## config.mk

```make
export PLATFORM = sky130hd
export DESIGN_NAME = midi_file_event_parser
export DESIGN_NICKNAME = d
export VERILOG_FILES = /design/src/sv/mfep_pkg.sv /design/src/sv/mfep_parser.sv /design/src/sv/mfep_out_buf.sv /design/src/sv/midi_file_event_parser.sv
export VERILOG_INCLUDE_DIRS = /design/src /design/src/sv
export SDC_FILE = /design/constraint.sdc
export NUM_CORES = 1
export LEC_CHECK = 0
export BUFFER_PORTS_ARGS = -buffer_cell sky130_fd_sc_hd__buf_2
export CAP_MARGIN = 20
export CORE_AREA = 5 5 195 197
export DETAILED_ROUTE_END_ITERATION = 6
export DIE_AREA = 0 0 200 202
export HOLD_SLACK_MARGIN = 0.06
export PLACE_DENSITY = 0.7
export SLEW_MARGIN = 10
export SYNTH_ARGS = -nofsm -noshare
export SYNTH_HDL_FRONTEND = slang
export SYNTH_SLANG_ARGS = --single-unit
export TNS_END_PERCENT = 5
```

## constraint.sdc

```tcl
create_clock -name clk -period 12.2 [get_ports clk]
set_input_delay 3.66 -clock clk [delete_from_list [all_inputs] [get_ports clk]]
set_output_delay 3.66 -clock clk [all_outputs]
set_load 0.03 [all_outputs]
```

## src/sv/midi_file_event_parser_assert.svh

```systemverilog
// ----------------------------------------------------------------------------
// MIDI file event parser assertion macros
// Concurrent check macros, compiled out when NO_ASSERTIONS is defined.
// ----------------------------------------------------------------------------
`ifndef MIDI_FILE_EVENT_PARSER_ASSERT_SVH
`define MIDI_FILE_EVENT_PARSER_ASSERT_SVH

`ifndef NO_ASSERTIONS

// same-cycle implication
`define MFEP_ASSERT_IMPLY(label, clk, rst_n, ante, cons, msg) \
  label: assert property (@(posedge clk) disable iff (!rst_n) (ante) |-> (cons)) \
    else $error(msg);

// next-cycle implication
`define MFEP_ASSERT_NEXT(label, clk, rst_n, ante, cons, msg) \
  label: assert property (@(posedge clk) disable iff (!rst_n) (ante) |=> (cons)) \
    else $error(msg);

`else

`define MFEP_ASSERT_IMPLY(label, clk, rst_n, ante, cons, msg)
`define MFEP_ASSERT_NEXT(label, clk, rst_n, ante, cons, msg)

`endif

`endif

```

## src/sv/mfep_pkg.sv

```systemverilog
// ----------------------------------------------------------------------------
// MIDI file event parser package
// Phase and result codes, file constants and the result item type.
// ----------------------------------------------------------------------------
package mfep_pkg;

  localparam int unsigned PHASE_W = 5;

  localparam logic [PHASE_W-1:0] PH_HSIG     = 5'd0;
  localparam logic [PHASE_W-1:0] PH_HLEN     = 5'd1;
  localparam logic [PHASE_W-1:0] PH_HFMT     = 5'd2;
  localparam logic [PHASE_W-1:0] PH_HTRK     = 5'd3;
  localparam logic [PHASE_W-1:0] PH_HDIV     = 5'd4;
  localparam logic [PHASE_W-1:0] PH_HSKIP    = 5'd5;
  localparam logic [PHASE_W-1:0] PH_TSIG     = 5'd6;
  localparam logic [PHASE_W-1:0] PH_TLEN     = 5'd7;
  localparam logic [PHASE_W-1:0] PH_DELTA    = 5'd8;
  localparam logic [PHASE_W-1:0] PH_STATUS   = 5'd9;
  localparam logic [PHASE_W-1:0] PH_NOTE     = 5'd10;
  localparam logic [PHASE_W-1:0] PH_VEL      = 5'd11;
  localparam logic [PHASE_W-1:0] PH_SKIP     = 5'd12;
  localparam logic [PHASE_W-1:0] PH_MTYPE    = 5'd13;
  localparam logic [PHASE_W-1:0] PH_MLEN     = 5'd14;
  localparam logic [PHASE_W-1:0] PH_TEMPO    = 5'd15;
  localparam logic [PHASE_W-1:0] PH_DONEPEND = 5'd16;
  localparam logic [PHASE_W-1:0] PH_HALT     = 5'd17;

  localparam logic [2:0] KIND_HEADER   = 3'd0;
  localparam logic [2:0] KIND_NOTE_ON  = 3'd1;
  localparam logic [2:0] KIND_NOTE_OFF = 3'd2;
  localparam logic [2:0] KIND_TEMPO    = 3'd3;
  localparam logic [2:0] KIND_DONE     = 3'd4;
  localparam logic [2:0] KIND_ERROR    = 3'd5;

  localparam logic [23:0] ERR_MTHD_SIG  = 24'd1;
  localparam logic [23:0] ERR_MTRK_SIG  = 24'd2;
  localparam logic [23:0] ERR_SYSEX     = 24'd3;
  localparam logic [23:0] ERR_SYSTEM    = 24'd4;
  localparam logic [23:0] ERR_NO_STATUS = 24'd5;

  localparam logic [31:0] SIG_MTHD = 32'h4D546864;
  localparam logic [31:0] SIG_MTRK = 32'h4D54726B;

  localparam logic [7:0] META_TEMPO      = 8'h51;
  localparam logic [7:0] META_EOT        = 8'h2F;
  localparam logic [7:0] STATUS_SYSEX    = 8'hF0;
  localparam logic [7:0] STATUS_SYSEX_END = 8'hF7;
  localparam logic [7:0] STATUS_META     = 8'hFF;

  // upper status nibbles
  localparam logic [3:0] SH_NOTE_OFF   = 4'h8;
  localparam logic [3:0] SH_NOTE_ON    = 4'h9;
  localparam logic [3:0] SH_POLY_PRESS = 4'hA;
  localparam logic [3:0] SH_CTRL       = 4'hB;
  localparam logic [3:0] SH_PROG       = 4'hC;
  localparam logic [3:0] SH_CHAN_PRESS = 4'hD;
  localparam logic [3:0] SH_PITCH      = 4'hE;
  localparam logic [3:0] SH_SYSTEM     = 4'hF;

  // 0x4000 - 69, A4 maps to 0x4000
  localparam logic [14:0] NOTE_OFFSET = 15'h3FBB;

  localparam logic [31:0] HDR_CORE_LEN = 32'd6;

  typedef struct packed {
    logic [2:0]  event_kind;
    logic [31:0] delta_ticks;
    logic [14:0] note_code;
    logic [7:0]  velocity;
    logic [23:0] event_value;
    logic [15:0] track_total;
  } mfep_res_t;

endpackage

```

## src/sv/mfep_parser.sv

```systemverilog
// ----------------------------------------------------------------------------
// MIDI file event parser core
// Byte-wide chunk and event decoder; one file byte per accepted item.
// ----------------------------------------------------------------------------
module mfep_parser (
  input  logic              clk,
  input  logic              rst_n,
  input  logic              in_accept,
  input  logic [7:0]        in_file_byte,
  output logic              res_valid,
  output mfep_pkg::mfep_res_t res,
  output logic              halted
);
  import mfep_pkg::*;

  logic [PHASE_W-1:0] phase_r, phase_nxt;
  logic [31:0] byte_counter_r, byte_counter_nxt;
  logic [31:0] shift_r, shift_nxt;
  logic [15:0] tracks_r, tracks_nxt;
  logic [7:0]  running_r, running_nxt;
  logic [7:0]  current_r, current_nxt;
  logic [31:0] delta_r, delta_nxt;
  logic [7:0]  note_r, note_nxt;
  logic [7:0]  meta_r, meta_nxt;

  logic [7:0]  b;
  logic [31:0] cnt_inc;
  logic [31:0] cnt_dec;
  logic [31:0] acc8;
  logic [31:0] acc7;
  logic [31:0] extra;
  logic [7:0]  s;
  logic        is_data;

  assign b       = in_file_byte;
  assign cnt_inc = byte_counter_r + 32'd1;
  assign cnt_dec = byte_counter_r - 32'd1;
  assign acc8    = {shift_r[23:0], b};
  assign acc7    = {shift_r[24:0], b[6:0]};
  assign extra   = (delta_r > HDR_CORE_LEN) ? (delta_r - HDR_CORE_LEN) : 32'd0;
  assign is_data = !b[7];
  assign s       = is_data ? running_r : b;
  assign halted  = (phase_r == PH_HALT);

  always_comb begin
    phase_nxt        = phase_r;
    byte_counter_nxt = byte_counter_r;
    shift_nxt        = shift_r;
    tracks_nxt       = tracks_r;
    running_nxt      = running_r;
    current_nxt      = current_r;
    delta_nxt        = delta_r;
    note_nxt         = note_r;
    meta_nxt         = meta_r;
    res_valid        = 1'b0;
    res              = '0;
    if (in_accept) begin
      unique case (phase_r)
        PH_HSIG, PH_HLEN, PH_HFMT, PH_HTRK, PH_TSIG, PH_TLEN: begin
          shift_nxt        = acc8;
          byte_counter_nxt = cnt_inc;
          if (((phase_r == PH_HSIG || phase_r == PH_HLEN || phase_r == PH_TSIG ||
                phase_r == PH_TLEN) && cnt_inc >= 32'd4) ||
              ((phase_r == PH_HFMT || phase_r == PH_HTRK) && cnt_inc >= 32'd2)) begin
            byte_counter_nxt = '0;
            shift_nxt        = '0;
            unique case (phase_r)
              PH_HSIG: begin
                if (acc8 != SIG_MTHD) begin
                  phase_nxt         = PH_HALT;
                  byte_counter_nxt  = cnt_inc;
                  shift_nxt         = acc8;
                  res_valid         = 1'b1;
                  res.event_kind    = KIND_ERROR;
                  res.event_value   = ERR_MTHD_SIG;
                end else begin
                  phase_nxt = PH_HLEN;
                end
              end
              PH_HLEN: begin
                delta_nxt = acc8;
                phase_nxt = PH_HFMT;
              end
              PH_HFMT: phase_nxt = PH_HTRK;
              PH_HTRK: begin
                tracks_nxt = acc8[15:0];
                phase_nxt  = PH_HDIV;
              end
              PH_TSIG: begin
                if (acc8 != SIG_MTRK) begin
                  phase_nxt         = PH_HALT;
                  byte_counter_nxt  = cnt_inc;
                  shift_nxt         = acc8;
                  res_valid         = 1'b1;
                  res.event_kind    = KIND_ERROR;
                  res.event_value   = ERR_MTRK_SIG;
                end else begin
                  phase_nxt = PH_TLEN;
                end
              end
              default: begin
                running_nxt = '0;
                phase_nxt   = PH_DELTA;
              end
            endcase
          end
        end
        PH_HDIV: begin
          shift_nxt        = acc8;
          byte_counter_nxt = cnt_inc;
          if (cnt_inc >= 32'd2) begin
            delta_nxt       = '0;
            res_valid       = 1'b1;
            res.event_kind  = KIND_HEADER;
            res.event_value = {8'd0, acc8[15:0]};
            res.track_total = tracks_r;
            if (extra != 32'd0) begin
              phase_nxt        = PH_HSKIP;
              byte_counter_nxt = extra;
            end else if (tracks_r == 16'd0) begin
              phase_nxt = PH_DONEPEND;
            end else begin
              phase_nxt        = PH_TSIG;
              byte_counter_nxt = '0;
              shift_nxt        = '0;
            end
          end
        end
        PH_HSKIP: begin
          byte_counter_nxt = cnt_dec;
          if (cnt_dec == 32'd0) begin
            if (tracks_r == 16'd0) begin
              phase_nxt      = PH_HALT;
              res_valid      = 1'b1;
              res.event_kind = KIND_DONE;
            end else begin
              phase_nxt = PH_TSIG;
              shift_nxt = '0;
            end
          end
        end
        PH_DELTA: begin
          shift_nxt = acc7;
          if (!b[7]) begin
            delta_nxt = acc7;
            phase_nxt = PH_STATUS;
          end
        end
        PH_STATUS: begin
          if (!is_data) begin
            running_nxt = (b >= STATUS_SYSEX) ? 8'd0 : b;
          end
          current_nxt = s;
          unique case (s[7:4]) inside
            SH_NOTE_OFF, SH_NOTE_ON: begin
              if (is_data) begin
                note_nxt  = b;
                phase_nxt = PH_VEL;
              end else begin
                phase_nxt = PH_NOTE;
              end
            end
            SH_POLY_PRESS, SH_CTRL, SH_PITCH: begin
              phase_nxt        = PH_SKIP;
              byte_counter_nxt = is_data ? 32'd1 : 32'd2;
            end
            SH_PROG, SH_CHAN_PRESS: begin
              if (is_data) begin
                phase_nxt        = PH_DELTA;
                byte_counter_nxt = '0;
                shift_nxt        = '0;
              end else begin
                phase_nxt        = PH_SKIP;
                byte_counter_nxt = 32'd1;
              end
            end
            SH_SYSTEM: begin
              if (s == STATUS_SYSEX || s == STATUS_SYSEX_END) begin
                phase_nxt       = PH_HALT;
                res_valid       = 1'b1;
                res.event_kind  = KIND_ERROR;
                res.event_value = ERR_SYSEX;
              end else if (s == STATUS_META) begin
                phase_nxt = PH_MTYPE;
              end else begin
                phase_nxt       = PH_HALT;
                res_valid       = 1'b1;
                res.event_kind  = KIND_ERROR;
                res.event_value = ERR_SYSTEM;
              end
            end
            default: begin
              // data byte with no running status
              phase_nxt       = PH_HALT;
              res_valid       = 1'b1;
              res.event_kind  = KIND_ERROR;
              res.event_value = ERR_NO_STATUS;
            end
          endcase
        end
        PH_NOTE: begin
          note_nxt  = b;
          phase_nxt = PH_VEL;
        end
        PH_VEL: begin
          phase_nxt        = PH_DELTA;
          byte_counter_nxt = '0;
          shift_nxt        = '0;
          res_valid        = 1'b1;
          res.event_kind   = (current_r[7:4] == SH_NOTE_ON) ? KIND_NOTE_ON : KIND_NOTE_OFF;
          res.delta_ticks  = delta_r;
          res.note_code    = {7'd0, note_r} + NOTE_OFFSET;
          res.velocity     = b;
        end
        PH_SKIP: begin
          byte_counter_nxt = cnt_dec;
          if (cnt_dec == 32'd0) begin
            phase_nxt = PH_DELTA;
            shift_nxt = '0;
          end
        end
        PH_MTYPE: begin
          meta_nxt         = b;
          phase_nxt        = PH_MLEN;
          byte_counter_nxt = '0;
          shift_nxt        = '0;
        end
        PH_MLEN: begin
          shift_nxt = acc7;
          if (!b[7]) begin
            if (meta_r == META_TEMPO) begin
              phase_nxt        = PH_TEMPO;
              byte_counter_nxt = '0;
              shift_nxt        = '0;
            end else if (meta_r == META_EOT) begin
              if (tracks_r <= 16'd1) begin
                tracks_nxt     = '0;
                phase_nxt      = PH_HALT;
                res_valid      = 1'b1;
                res.event_kind = KIND_DONE;
              end else begin
                tracks_nxt       = tracks_r - 16'd1;
                phase_nxt        = PH_TSIG;
                byte_counter_nxt = '0;
                shift_nxt        = '0;
              end
            end else if (acc7 == 32'd0) begin
              phase_nxt        = PH_DELTA;
              byte_counter_nxt = '0;
              shift_nxt        = '0;
            end else begin
              phase_nxt        = PH_SKIP;
              byte_counter_nxt = acc7;
            end
          end
        end
        PH_TEMPO: begin
          shift_nxt        = acc8;
          byte_counter_nxt = cnt_inc;
          if (cnt_inc >= 32'd3) begin
            phase_nxt        = PH_DELTA;
            byte_counter_nxt = '0;
            shift_nxt        = '0;
            res_valid        = 1'b1;
            res.event_kind   = KIND_TEMPO;
            res.delta_ticks  = delta_r;
            res.event_value  = acc8[23:0];
          end
        end
        PH_DONEPEND: begin
          phase_nxt      = PH_HALT;
          res_valid      = 1'b1;
          res.event_kind = KIND_DONE;
        end
        default: phase_nxt = PH_HALT;
      endcase
    end
  end

  always_ff @(posedge clk) begin
    if (!rst_n) begin
      phase_r        <= PH_HSIG;
      byte_counter_r <= '0;
      shift_r        <= '0;
      tracks_r       <= '0;
      running_r      <= '0;
      current_r      <= '0;
      delta_r        <= '0;
      note_r         <= '0;
      meta_r         <= '0;
    end else begin
      phase_r        <= phase_nxt;
      byte_counter_r <= byte_counter_nxt;
      shift_r        <= shift_nxt;
      tracks_r       <= tracks_nxt;
      running_r      <= running_nxt;
      current_r      <= current_nxt;
      delta_r        <= delta_nxt;
      note_r         <= note_nxt;
      meta_r         <= meta_nxt;
    end
  end

endmodule

```

## src/sv/mfep_out_buf.sv

```systemverilog
// ----------------------------------------------------------------------------
// MIDI file event parser result buffer
// Output register plus skid entry; input side stalls only when both hold.
// ----------------------------------------------------------------------------
module mfep_out_buf (
  input  logic                clk,
  input  logic                rst_n,
  input  logic                push,
  input  mfep_pkg::mfep_res_t push_res,
  output logic                space,
  output logic                out_valid,
  input  logic                out_ready,
  output mfep_pkg::mfep_res_t out_res
);
  import mfep_pkg::*;

  logic      main_valid_r, main_valid_nxt;
  logic      skid_valid_r, skid_valid_nxt;
  mfep_res_t main_r, main_nxt;
  mfep_res_t skid_r, skid_nxt;
  logic      pop;

  assign pop       = main_valid_r && out_ready;
  assign space     = !skid_valid_r;
  assign out_valid = main_valid_r;
  assign out_res   = main_r;

  always_comb begin
    main_valid_nxt = main_valid_r;
    skid_valid_nxt = skid_valid_r;
    main_nxt       = main_r;
    skid_nxt       = skid_r;
    if (skid_valid_r) begin
      if (pop) begin
        main_nxt       = skid_r;
        skid_valid_nxt = 1'b0;
      end
    end else if (push) begin
      if (!main_valid_r || pop) begin
        main_nxt       = push_res;
        main_valid_nxt = 1'b1;
      end else begin
        skid_nxt       = push_res;
        skid_valid_nxt = 1'b1;
      end
    end else if (pop) begin
      main_valid_nxt = 1'b0;
    end
  end

  always_ff @(posedge clk) begin
    if (!rst_n) begin
      main_valid_r <= 1'b0;
      skid_valid_r <= 1'b0;
    end else begin
      main_valid_r <= main_valid_nxt;
      skid_valid_r <= skid_valid_nxt;
    end
  end

  always_ff @(posedge clk) begin
    main_r <= main_nxt;
    skid_r <= skid_nxt;
  end

endmodule

```

## src/sv/midi_file_event_parser.sv

```systemverilog
// ----------------------------------------------------------------------------
// MIDI file event parser
// Standard MIDI File byte stream in, header/note/tempo/done/error items out.
// ----------------------------------------------------------------------------
// Input channel: in_valid/in_ready with in_file_byte, one file byte per item.
// Output channel: out_valid/out_ready with the result fields; a byte yields
// zero or one result item.
// Throughput: one byte per cycle while in_ready is high; each byte is one
// update of the parse state machine in mfep_parser.
// Result path: a result is registered into the output register, or into the
// skid entry while the output register holds an earlier result not yet taken.
// Stalls: results sit in an output register backed by one skid entry; bytes
// keep flowing while the output waits, and in_ready drops only while both
// entries are full.
// Reset: synchronous, rst_n low; parsing restarts at the header signature
// and the result buffer is emptied. After a done or error result all further
// bytes are taken and discarded until the next reset.
// ----------------------------------------------------------------------------
`include "midi_file_event_parser_assert.svh"

module midi_file_event_parser (
  input  logic        clk,
  input  logic        rst_n,
  input  logic        in_valid,
  output logic        in_ready,
  input  logic [7:0]  in_file_byte,
  output logic        out_valid,
  input  logic        out_ready,
  output logic [2:0]  out_event_kind,
  output logic [31:0] out_delta_ticks,
  output logic [14:0] out_note_code,
  output logic [7:0]  out_velocity,
  output logic [23:0] out_event_value,
  output logic [15:0] out_track_total
);
  import mfep_pkg::*;

  logic      in_accept;
  logic      res_valid;
  logic      halted;
  mfep_res_t res;
  mfep_res_t out_res;

  assign in_accept = in_valid && in_ready;

  mfep_parser u_parser (
    .clk          (clk),
    .rst_n        (rst_n),
    .in_accept    (in_accept),
    .in_file_byte (in_file_byte),
    .res_valid    (res_valid),
    .res          (res),
    .halted       (halted)
  );

  mfep_out_buf u_out_buf (
    .clk       (clk),
    .rst_n     (rst_n),
    .push      (res_valid),
    .push_res  (res),
    .space     (in_ready),
    .out_valid (out_valid),
    .out_ready (out_ready),
    .out_res   (out_res)
  );

  assign out_event_kind  = out_res.event_kind;
  assign out_delta_ticks = out_res.delta_ticks;
  assign out_note_code   = out_res.note_code;
  assign out_velocity    = out_res.velocity;
  assign out_event_value = out_res.event_value;
  assign out_track_total = out_res.track_total;

  `MFEP_ASSERT_IMPLY(a_stall_needs_pending, clk, rst_n, !in_ready, out_valid, "input stalled with no pending item")
  `MFEP_ASSERT_IMPLY(a_halt_silent, clk, rst_n, halted, !res_valid, "result produced after halt")
  `MFEP_ASSERT_IMPLY(a_halt_has_result, clk, rst_n, $rose(halted), $past(res_valid), "halt entered without a result")
  `MFEP_ASSERT_NEXT(a_result_shown, clk, rst_n, res_valid, out_valid, "result item lost")

endmodule

```

After elaboration in Yosys (flattened, before gate mapping). Index checks and enable logic that the tools add are counted.

Add/sub/neg operators: 5. $mul: 0. Divide/modulo/power cells: 0. Magnitude comparators: 6. Equal/unequal tests: 53. Shift-type cells: 0. Mux-type cells: 138. Bitwise logic cells: 2. Reductions and logical operators: 48.

Operators by type and width (number): $mux 32 (18); $mux 98 (5); $mux 25 (16); $pmux 25 s9 (1); $pmux 32 s7 (1); $pmux 32 s2 (3); $mux 16 (7); $pmux 24 s2 (2); $pmux 24 s4 (1); $pmux 32 s3 (1); $mux 5 (17); $mux 24 (3); $ge 32x2->1 const B (2); $logic_not 32->1 (2); $ne 32x31->1 const B (2); $mux 8 (7); $pmux 5 s11 (1); $pmux 25 s2 (1); $mux 3 (14); $eq 5x4->1 const B (8); $eq 4x4->1 const B (9); $mux 34 (1); $add 32x1->32 const B (1); $ge 32x3->1 const B (1); other kinds (52) (128).

Bits in registers: 340. Latch bits: 0. Memory bits (writable): 0. Bits in read-only memories: 0. Bits of input ports: 12. Output and inout bits: 100. Logic and storage cells: 275. Memories kept: 0.

Logic depth before layout (Yosys ltp).
Depth in word-level cells: 12. Gate-level depth with buffers: 15.

Cells and area by module. From an unflattened synthesis, not the netlist that was laid out.

Cell total of the unflattened synthesis: 1989. Area, all modules: 19037.0 um2.

Modules (own cells, without submodules): mfep_parser (instances 1, cells an instance 1669, area an instance 11830.1 um2, sequential area each 2762.6 um2); mfep_out_buf (instances 1, cells an instance 319, area an instance 7200.7 um2, sequential area each 5925.7 um2); midi_file_event_parser (instances 1, cells an instance 1, area an instance 6.3 um2, sequential area each 0.0 um2).

Worst setup path before layout. Ideal clock, no wire load.

Kind: input port to flip-flop. Start point: in in_file_byte[7]. End point: reg u_out_buf.skid_r[0] in the netlist's numbering (enable). Library setup time: 693 ps. Data arrival time: 11963 ps. Data required time: 11507 ps. Setup slack: -457 ps. Stages: 10. Buffers on the path: 1. Path through: clkbuf_1 > a32o_1 > nand2b_1 > nand2b_1 > o21ai_0 > nand2_1 > o31a_1 > nand2_1 > o21ai_0 > nor3b_1.

Longest elaborated chain between the ends: 8. Elaborated cells between the ends (all ways): 27. Classes of those cells: eq/ne: 13; mux: 11; reduce/logical: 3.

RTL lines: start, declared (line midi_file_event_parser.sv:26) `input logic [7:0] in_file_byte,`; $mux 8 (line mfep_parser.sv:42) `assign s = is_data ? running_r : b;`; $eq 8x8->1, on equally long branches (line mfep_parser.sv:183, mfep_parser.sv:178); $mux 1 / $logic_or 1x1->1 (equally long branches) (line mfep_parser.sv:183, mfep_parser.sv:178); $mux 1 (line mfep_parser.sv:178) `if (s == STATUS_SYSEX || s == STATUS_SYSEX_END) begin`; $pmux 1 s2 (line mfep_parser.sv:154) `unique case (s[7:4]) inside`; $pmux 1 s7 * (line mfep_parser.sv:58) `unique case (phase_r)`; $mux 1 * (line mfep_parser.sv:57) `if (in_accept) begin`; $reduce_and 3->1 (no source line) *; end signal, assigned (line mfep_out_buf.sv:63) `skid_r <= skid_nxt;`; end, declared (line mfep_out_buf.sv:20) `mfep_res_t skid_r, skid_nxt;`.

Every way passes the cells marked *; elsewhere a longest branch is shown, timed or not. A chain may end at the register's enable or synchronous reset.

Final worst setup path.
Start point: in in_file_byte[7]. End point: reg u_out_buf.main_r, in the netlist u_out_buf.out_res[83] (enable).

Longest elaborated chain between the ends: 9. Elaborated cells between the ends (all ways): 28. Classes of those cells: eq/ne: 13; mux: 11; reduce/logical: 4.

RTL lines: $mux 8 (line mfep_parser.sv:42); $eq 8x8->1, on equally long branches (line mfep_parser.sv:183, mfep_parser.sv:178); $mux 1 / $logic_or 1x1->1 (equally long branches) (line mfep_parser.sv:183, mfep_parser.sv:178); $mux 1 (line mfep_parser.sv:178); $pmux 1 s2 (line mfep_parser.sv:154); $pmux 1 s7 * (line mfep_parser.sv:58); $mux 1 * (line mfep_parser.sv:57); $reduce_bool 2->1 (no source line) *; $reduce_and 3->1 (no source line) *; end signal, assigned (line mfep_out_buf.sv:62) `main_r <= main_nxt;`; end, declared (line mfep_out_buf.sv:19) `mfep_res_t main_r, main_nxt;`.

Marks and branches as above.

==> results.yml <==
final_layout:
  final_cell_mix: "194 x edfxtp_1, 188 x nor2_1, 139 x dfxtp_1, 121 x nand2_1, 111 x buf_2"
  layout_commonest_cell: "edfxtp_1"
  design_area_um2: 19800
  drive_gt1_share_pct: 12.0
  nets: 1918
  syn_to_final_growth_pct: 11.2
detailed_routing:
  drt_iter0_markers: 1447
  wire_per_inst_um: 23.4
  drc: 0
  routed_via_density: 6.43
  via_count: 15382
  drt_wl_total_mm: 56.0
  drtPass1Iterations: 6
  ant_nets: 0
timing:
  fin_worst_skew_ps: 31.7
  worst-slew-pin-transition_ps: 1070
  fin_crit_sh_pct: 57.8
  holdWs_ps: 475
  maxSlewHeadroom_pct: 28.5
  max_freq_mhz: 142
  finalHoldViolations: 0
  rsz0062_at_grt: "false"
  fin_setup_tns_ps: 0
  finalSetupViolCount: 0
  period_minus_slack_ps: 7050
  maxSlewViolCount: 0
floorplan:
  die_h_um: 202
  io-pin-count: 112
  die_width_um: 200
  start_util_pct: 49.3
  die_area_um2: 40400
  coreArea_um2: 36100
  rows: 70
synthesis:
  syn_avg_cell_area_um2: 9.51
  ys_warn_count: 0
  synth-seq-cells: 334
  syn-num-nets: 1893
  ys_seq_area_share_pct: 48.5
  synth.distinct_cells: 79
  synth-main-ff-cell: "edfxtp_1"
  async_flop_share_pct: 0
  netlist_instances: 1870
  synth_edf_count: 194
  netlist_area_um2: 17800
global_routing:
  grt_pass1_vias: 14657
  grt-ovfl-total: 0
  grt_usage_pct: 27.0
  antenna_found_initial: 0
  grt_max_degree: 101
  grt_pass1_wl_mm: 86.5
worst_hold_path:
  min_to: "u_parser.running_r[4]"
  min_path_cells: 1
  worstHoldStart: "u_parser.running_r[4]"
  hp-class: "register to register"
placement:
  dp_hpwl_mm: 38.2
  dpl-instance-area_um2: 18600
  gp_congestion: 0.932
  port_buffers: 111
cts:
  clk_pin_slew_ps: 70
  cts-root-buf: "clkbuf_16"
  postCtsSetupRepairBufs: 0
  clockBufferDepth: 3
  hold_buffers: 0
  cts_resized: 0
  cts_tree: "done"
  numCtsBuffers: 37
  clock_sinks: 334
  clock_latency_ps: 560
  htreeDepth: 2
setup_path:
  rr_startpoint: "u_parser.byte_counter_r[1]"
  reg2reg_depth: 13
  worstPathMaxFanout: 63
  endpoint_kind: "register"
  crit_type: "primary input to register"
  critPathSlowestCell: "o21ai_0"
  startpoint_type: "primary input"
  reg2reg_to: "u_out_buf.out_res[83]"
  crit_path_cell_trace: "buf_2 -> nand4b_1 -> or3_1 -> or4_1 -> nor2b_1 -> nor2_1 -> o31a_1 -> nand2_1 -> o21ai_0 -> a22oi_2 -> buf_4 -> buf_4"
  crit_path_frequent_cell: "buf_4"
  r2r_slack_ps: 6150
  critPathArrivalTime_ps: 7250
  critical-path-max-stage-delay_ps: 510
  crit_required_ps: 12400
outcome:
  outcome: "completed"
pwr:
  power_density_nw_per_um2: 165
  p_leak_nw: 8.00
  peakVddDrop_v: 0.000132
  finalPower_mw: 3.25
flow_run:
  maxCapViolCount: 0
-- through the flow --
step	worst slack [ps]	instances	utilization, %
after floorplan	1950	1870	-
after global placement	4830	2321	51.4
after detailed placement	4680	2321	51.4
after CTS	5270	2388	54.7
after global routing	5040	2391	54.8
final	5150	2392	54.8
-- Yosys cell counts, drive strengths merged (28+ instances only) --
master	number	area share, %
edfxtp	194	33
nor2	188	4.0
dfxtp	140	16
clkbuf	135	2.8
nand2	121	2.6
o21ai	110	3.1
a21o	103	4.3
a21oi	92	2.6
and2	66	2.3
nor3	66	2.0
xnor2	52	2.6
a22oi	49	2.1
a211oi	48	2.1
nand3	42	1.2
nor4	41	1.4
and3	40	1.4
xor2	31	1.5
nand4	29	1.0
mux2i	28	1.6
-- area by class of cell --
class | count | area (um2)
Sequential cell | 334 | 8630
Multi-Input combinational cell | 1357 | 8510
Clock inverter | 13 | 116
Tap cell | 468 | 586
Timing Repair Buffer | 141 | 792
Antenna cell | 1 | 2.50
Clock buffer | 54 | 1050
Fill cell | 3235 | 16300
Inverter | 24 | 90.1
-- critical path: cells and delay by family --
kind | cells | cell delay [ps]
buffers and inverters | 3 | 1010
AND/OR/NAND/NOR | 6 | 1600
AO/OA/AOI/OAI | 3 | 870
-- flip-flops by register name, summed over array words and instances (netlist names) --
signal	cells
u_out_buf.skid_r	97
u_parser.delta_r	32
u_parser.running_r	8
u_parser.note_r	8
u_parser.meta_r	8
u_parser.current_r	4
u_parser.phase_r	5
u_out_buf.out_valid	1
u_out_buf.skid_valid_r	1
u_parser.byte_counter_r	32
u_out_buf.out_res	97
u_parser.shift_r	25
u_parser.tracks_r	16
-- report_power, final --
part | switching (mW) | internal (mW) | leakage, nW
Sequential | 0.127 | 1.29 | 3.07
Clock | 0.459 | 0.627 | 0.576
Combinational | 0.512 | 0.241 | 4.36
-- cell families (layout without fill, tap and decap cells) --
family          Yosys count  after routing  share of synthesized area, %
other cells               0              1                             0
mux                      28             28                          1.58
simple gates            689            689                          19.9
compound gates          546            546                          21.2
xor+xnor                 83             83                          4.09
fa+ha+maj                11             11                         0.774
buf+inv                 179            232                          3.96
flops                   334            334                          48.5
-- how the worst max path moves through the flow --
stage / from / end / slack [ps] / depth (start not counted)
final: in_file_byte[7] / u_out_buf.out_res[83] / 5150 / 12
after global routing: in_file_byte[7] / u_out_buf.skid_r[39] / 5040 / 12
after CTS: in_file_byte[7] / u_out_buf.out_res[63] / 5270 / 12
after detailed placement: in_file_byte[7] / u_out_buf.out_res[85] / 4680 / 12
after global placement: in_file_byte[7] / u_out_buf.out_res[85] / 4830 / 12
after floorplan: in_file_byte[7] / u_out_buf.out_res[0] / 1950 / 10
-- routing by layer --
metal | GRT usage [%] | routed length, um | up-vias
met1 | 36.4 | 23000 | 7486
met3 | 4.83 | 4420 | 145
li1 | - | - | 7059
met4 | 11.0 | 2590 | 0
met2 | 43.0 | 25900 | 692
met5 | 0 | 0 | -
Note: power is estimated with default switching activity, not from simulation.
